**src/sv/smeu_pkg.sv**
```systemverilog
`timescale 1ns / 1ps
`default_nettype none
package smeu_pkg;
    localparam int unsigned STACK_DEPTH = 1024;
    localparam int unsigned ADDR_W = $clog2(STACK_DEPTH);
    localparam int unsigned SP_W = $clog2(STACK_DEPTH + 1);

    localparam logic [3:0] OP_PUSH  = 4'd0;
    localparam logic [3:0] OP_POP   = 4'd1;
    localparam logic [3:0] OP_ADD   = 4'd2;
    localparam logic [3:0] OP_SUB   = 4'd3;
    localparam logic [3:0] OP_MUL   = 4'd4;
    localparam logic [3:0] OP_DIV   = 4'd5;
    localparam logic [3:0] OP_CMP   = 4'd6;
    localparam logic [3:0] OP_JMP   = 4'd7;
    localparam logic [3:0] OP_JZ    = 4'd8;
    localparam logic [3:0] OP_CLEAR = 4'd9;
    localparam logic [3:0] OP_TRACE = 4'd10;

    localparam logic [1:0] SRC_IMM = 2'd0;
    localparam logic [1:0] SRC_POP = 2'd1;

    localparam logic [2:0] ST_OK        = 3'd0;
    localparam logic [2:0] ST_BAD_OP    = 3'd1;
    localparam logic [2:0] ST_BAD_SRC   = 3'd2;
    localparam logic [2:0] ST_DIV_FAULT = 3'd3;
    localparam logic [2:0] ST_FULL      = 3'd4;
    localparam logic [2:0] ST_HALTED    = 3'd5;

    typedef struct packed {
        logic [3:0]  op;
        logic        bad_op;
        logic        bad_src;
        logic        pop_a;
        logic        pop_b;
        logic [31:0] val_a;
        logic [31:0] val_b;
    } t_cmd;
endpackage
`default_nettype wire

```
**src/sv/smeu_front.sv**
```systemverilog
`timescale 1ns / 1ps
`default_nettype none
module smeu_front (
    input  wire logic              i_clk,
    input  wire logic              i_rst_n,
    input  wire logic              i_valid,
    output logic                   o_stall,
    input  wire logic [3:0]        i_operation,
    input  wire logic [1:0]        i_source_a,
    input  wire logic [31:0]       i_value_a,
    input  wire logic [1:0]        i_source_b,
    input  wire logic [31:0]       i_value_b,
    output logic                   o_cmd_valid,
    input  wire logic              i_cmd_take,
    output smeu_pkg::t_cmd         o_cmd
);
    logic [1:0] r_cnt;
    logic       r_rd, r_wr;
    smeu_pkg::t_cmd r_q [2];
    smeu_pkg::t_cmd w_cmd;
    logic use_a, use_b, acc;

    always_comb begin
        use_a = (i_operation >= smeu_pkg::OP_ADD && i_operation <= smeu_pkg::OP_JZ)
             || i_operation == smeu_pkg::OP_TRACE;
        use_b = i_operation >= smeu_pkg::OP_ADD && i_operation <= smeu_pkg::OP_CMP;
        w_cmd.op      = i_operation;
        w_cmd.bad_op  = i_operation > smeu_pkg::OP_TRACE;
        w_cmd.bad_src = (use_a && i_source_a > smeu_pkg::SRC_POP)
                     || (use_b && i_source_b > smeu_pkg::SRC_POP);
        w_cmd.pop_a   = use_a && i_source_a == smeu_pkg::SRC_POP;
        w_cmd.pop_b   = use_b && i_source_b == smeu_pkg::SRC_POP;
        w_cmd.val_a   = i_value_a;
        w_cmd.val_b   = i_value_b;
    end

    assign o_stall     = r_cnt == 2'd2;
    assign acc         = i_valid && !o_stall;
    assign o_cmd_valid = r_cnt != 2'd0;
    assign o_cmd       = r_q[r_rd];

    always_ff @(posedge i_clk) begin
        if (acc) r_q[r_wr] <= w_cmd;
        if (!i_rst_n) begin
            r_cnt <= '0; r_rd <= 1'b0; r_wr <= 1'b0;
        end else begin
            if (acc) r_wr <= !r_wr;
            if (i_cmd_take) r_rd <= !r_rd;
            r_cnt <= r_cnt + {1'b0, acc} - {1'b0, i_cmd_take};
        end
    end
endmodule
`default_nettype wire

```
**config.mk**
```make
export PLATFORM = sky130hd
export DESIGN_NAME = smeu_front
export DESIGN_NICKNAME = d
export VERILOG_FILES = /design/src/sv/smeu_pkg.sv /design/src/sv/smeu_front.sv
export SDC_FILE = /design/constraint.sdc
export NUM_CORES = 1
export LEC_CHECK = 0
export ABC_AREA = 1
export ABC_CLOCK_PERIOD_IN_PS = 6500
export BUFFER_PORTS_ARGS = -buffer_cell sky130_fd_sc_hd__buf_2
export CORE_MARGIN = 1
export CORE_UTILIZATION = 40
export DETAILED_ROUTE_END_ITERATION = 10
export PLACE_DENSITY_LB_ADDON = 0.12
export SYNTH_ARGS = -nofsm -noshare
export SYNTH_HDL_FRONTEND = slang
export SYNTH_SLANG_ARGS = --single-unit
```
**constraint.sdc**
```tcl
create_clock -name i_clk -period 6.5 [get_ports i_clk]
set_input_delay 0.65 -clock i_clk [delete_from_list [all_inputs] [get_ports i_clk]]
set_output_delay 0.65 -clock i_clk [all_outputs]
set_load 0.005 [all_outputs]
```
==> impl_metrics.csv <==
group,metric,value,unit
status,status,"finished, final reports clean",
synthesis,synth_seq_cells,149,
routing,drtPass1Iterations,4,
layout,fin_area,7323,sq um
synthesis,synth_top_family_by_area,"multiplexers",
global_route,use_met1,16.30,%
pwr,combPwrFrac,11.0,%
pwr,sequentialPowerShare,48.0,%
placed_design,place.port_buffers,149,
floorplan,die_area,15130,sq um
layout,filler_cell_count,1190,
synthesis,synthMuxAreaShare,18.33,%
global_route,grt_usage,13.86,%
placed_design,dp_hpwl,6291,microns
pwr,internal-power,1.935,mW
sta,post-route-min-period,3.078,ns
critical_path,crit_path_end_kind,"output pin",
placed_design,gp_congestion,0.7119,
floorplan,core,14100,sq um
layout,nNetsFinal,516,
synthesis,synth.largest_area_cell,"edfxtp_1",
floorplan,start_util,41.54,%
clock_tree,cts_tree,"built",
synthesis,yosysSeqAreaShare,75.56,%
clock_tree,numClockSinks,149,
synthesis,synth_compound_area_share,0.3846,%
synthesis,synth-adder-area-share,0.4274,%
floorplan,rows,43,
layout,ff_latch_area,4428,sq um
sta,whs,0.4220,ns
clock_tree,holdBufCountCts,0,
synthesis,syn_avg_cell_area,21.29,sq um
routing,drtIter0Drc,176,
sta,rsz0062_at_grt,"false",
pwr,p_switching,518.0,uW
sta,fin_crit_sh,47.36,%
routing,via_per_inst,4.588,
sta,final_max_slew_viol_count,0,
floorplan,die-height,123.0,microns
global_route,grt_pass1_vias,2968,
layout,antenna_cells,0,
routing,drc,0,
clock_tree,clkTransAtPathRegs,0.06,ns
floorplan,io-pin-count,150,
global_route,use_met2,21.73,%
sta,final_hold_viol_count,0,
synthesis,synth_xor_area_share,0,%
pwr,switching_share,21.12,%
clock_tree,cts_root_buffer,"clkbuf_16",
clock_tree,cts_buffers,17,
pwr,clkPwrFrac,41.0,%
layout,area_growth_syn_to_layout,25.06,%
sta,worst_slew_pin_slew,1.076,ns
synthesis,yosysTopAreaCellShare,73.85,%
placed_design,place_area,6710,sq um
global_route,grt_busiest_layer,"met2",
sta,slew_headroom,28.11,%
floorplan,fp.dieW,123.0,microns
synthesis,synth_area,5856,sq um
layout,layout-drive-gt1-share,56.76,%
synthesis,ys_types,14,
synthesis,syn_nets,353,
sta,setup_viol,0,
critical_path,cp-start-kind,"flip-flop",
routing,wl_per_cell,15.60,microns
global_route,grt_pass1_wl,14940,microns
critical_path,cp_data_arrival_time,2.43,ns
pwr,p_leak,2.959,nW
pwr,power_density,335.0,nW/um^2
synthesis,syn_inst,275,
layout,final_cells,631,
routing,wirelength,9846,microns
global_route,grt_max_degree,48,
clock_tree,cts_setup_buffers,0,
sta,max_freq,324.8,MHz
synthesis,synth_area_leaders,"edfxtp_1 74%, mux2_4 18%, buf_12 2.4%, dfxtp_1 1.7%, nand2_1 0.83%",
clock_tree,htreeDepth,4,
flow_run,timing.max_cap.violations,0,
placed_design,dp_cells,599,
clock_tree,post_cts_resized,0,
critical_path,critPathKind,"flip-flop to output pin",
routing,drtAntennaViolNets,0,
min_path,hold_path.class,"input port to flip-flop",
clock_tree,clock_path_buffers,2,
clock_tree,clk_latency,0.41,ns
critical_path,required,5.85,ns
global_route,antenna_found_initial,0,
sta,tns,0,ns
routing,via_count,2895,
layout,multi_input_area,1254,sq um
synthesis,yosys_warnings,0,
global_route,grt_overflow,0,
critical_path,cp_max_fo,47,
global_route,met3_usage,5.397,%
synthesis,synthSimpleGateAreaFrac,2.137,%
pwr,p_total,2.453,mW
sta,clock_skew,0.005749,ns
pwr,ir_worst_vdd,0.1565,mV
[worst max-delay path, cell delays in order, from the launching register on]
cell and delay, ns:
dfxtp_4 0.65, buf_4 0.81, mux2_4 0.37, buf_2 0.13
[flip-flops by register name, summed over array words and instances, names as in the netlist, named ones only]
name and count:
r_q 144, r_rd 1, r_cnt 2, r_wr 1
[power by group through the flow]
stage	Combinational, mW	Clock [mW]	Sequential (mW)
3_3_place_gp	0.275	0	1.20
6_report	0.270	1.01	1.18
5_1_grt	0.302	1.07	1.19
3_5_place_dp	0.277	0	1.20
4_1_cts	0.278	1.03	1.18
2_1_floorplan	0.177	0	1.19
[kinds of logic after synthesis]
logic type | count (synthesis)
AOI/OAI and AO/OA | 4
adders and majority gates | 2
buffers and inverters | 17
DFF | 149
muxes | 72
and+or+nand+nor | 31
[placed cells by master, fill, tap and decap left out]
cell	count
clkbuf_16	17
clkinvlp_4	2
ha_1	2
nor2_4	1
clkinv_2	4
buf_4	3
clkinv_4	2
inv_6	1
clkinv_1	2
bufinv_16	4
nand2_1	13
clkbuf_1	1
mux2_2	2
a21oi_1	2
nand3_1	7
a21boi_0	1
inv_1	8
nor2_1	10
dfxtp_4	1
buf_2	149
o21ai_0	1
mux2_4	70
edfxtp_1	144
dfxtp_1	4
[layer usage]
| metal | routed length [microns] | vias to the layer above |
|---|---|---|
| met5 | 0 | - |
| met3 | 834 | 16 |
| met1 | 4041 | 1382 |
| met2 | 4759 | 113 |
| li1 | - | 1384 |
| met4 | 210 | 0 |
[layout make-up]
cell class / count / area share, %
multi-input combinational: 109 / 17.12
tap: 180 / 3.075
clock buffer: 18 / 5.860
sequential: 149 / 60.46
clock inverter: 14 / 2.512
timing repair buffer: 152 / 10.49
inverter: 9 / 0.4784
[cell usage after synthesis, drive strengths merged]
master and count:
mux2 72, inv 9, buf 8, dfxtp 5
ha 2, nand2 13, nand3 7, a21oi 2
nor2 11, edfxtp 144, o21ai 1, a21boi 1
[final timing paths]
kind | start | endpoint | slack [ns] | cells after the start
min reg2reg | r_rd | flip-flop | 0.50 | 2
min | i_value_a[30] | r_q[0][62] | 0.42 | 1
max | flip-flop | o_cmd[47] | 3.42 | 3
max reg2reg | r_cnt[0] | r_q[0][28] | 4.08 | 5
[metrics by stage]
| stage | util (%) | setup WS [ns] |
|---|---|---|
| 5_1_grt | 51.95 | 3.272 |
| 6_report | 51.95 | 3.422 |
| 3_3_place_gp | 47.60 | 3.722 |
| 2_1_floorplan | - | 2.274 |
| 4_1_cts | 51.95 | 3.349 |
| 3_5_place_dp | 47.60 | 3.711 |
Power figures use the tool's default switching activity.
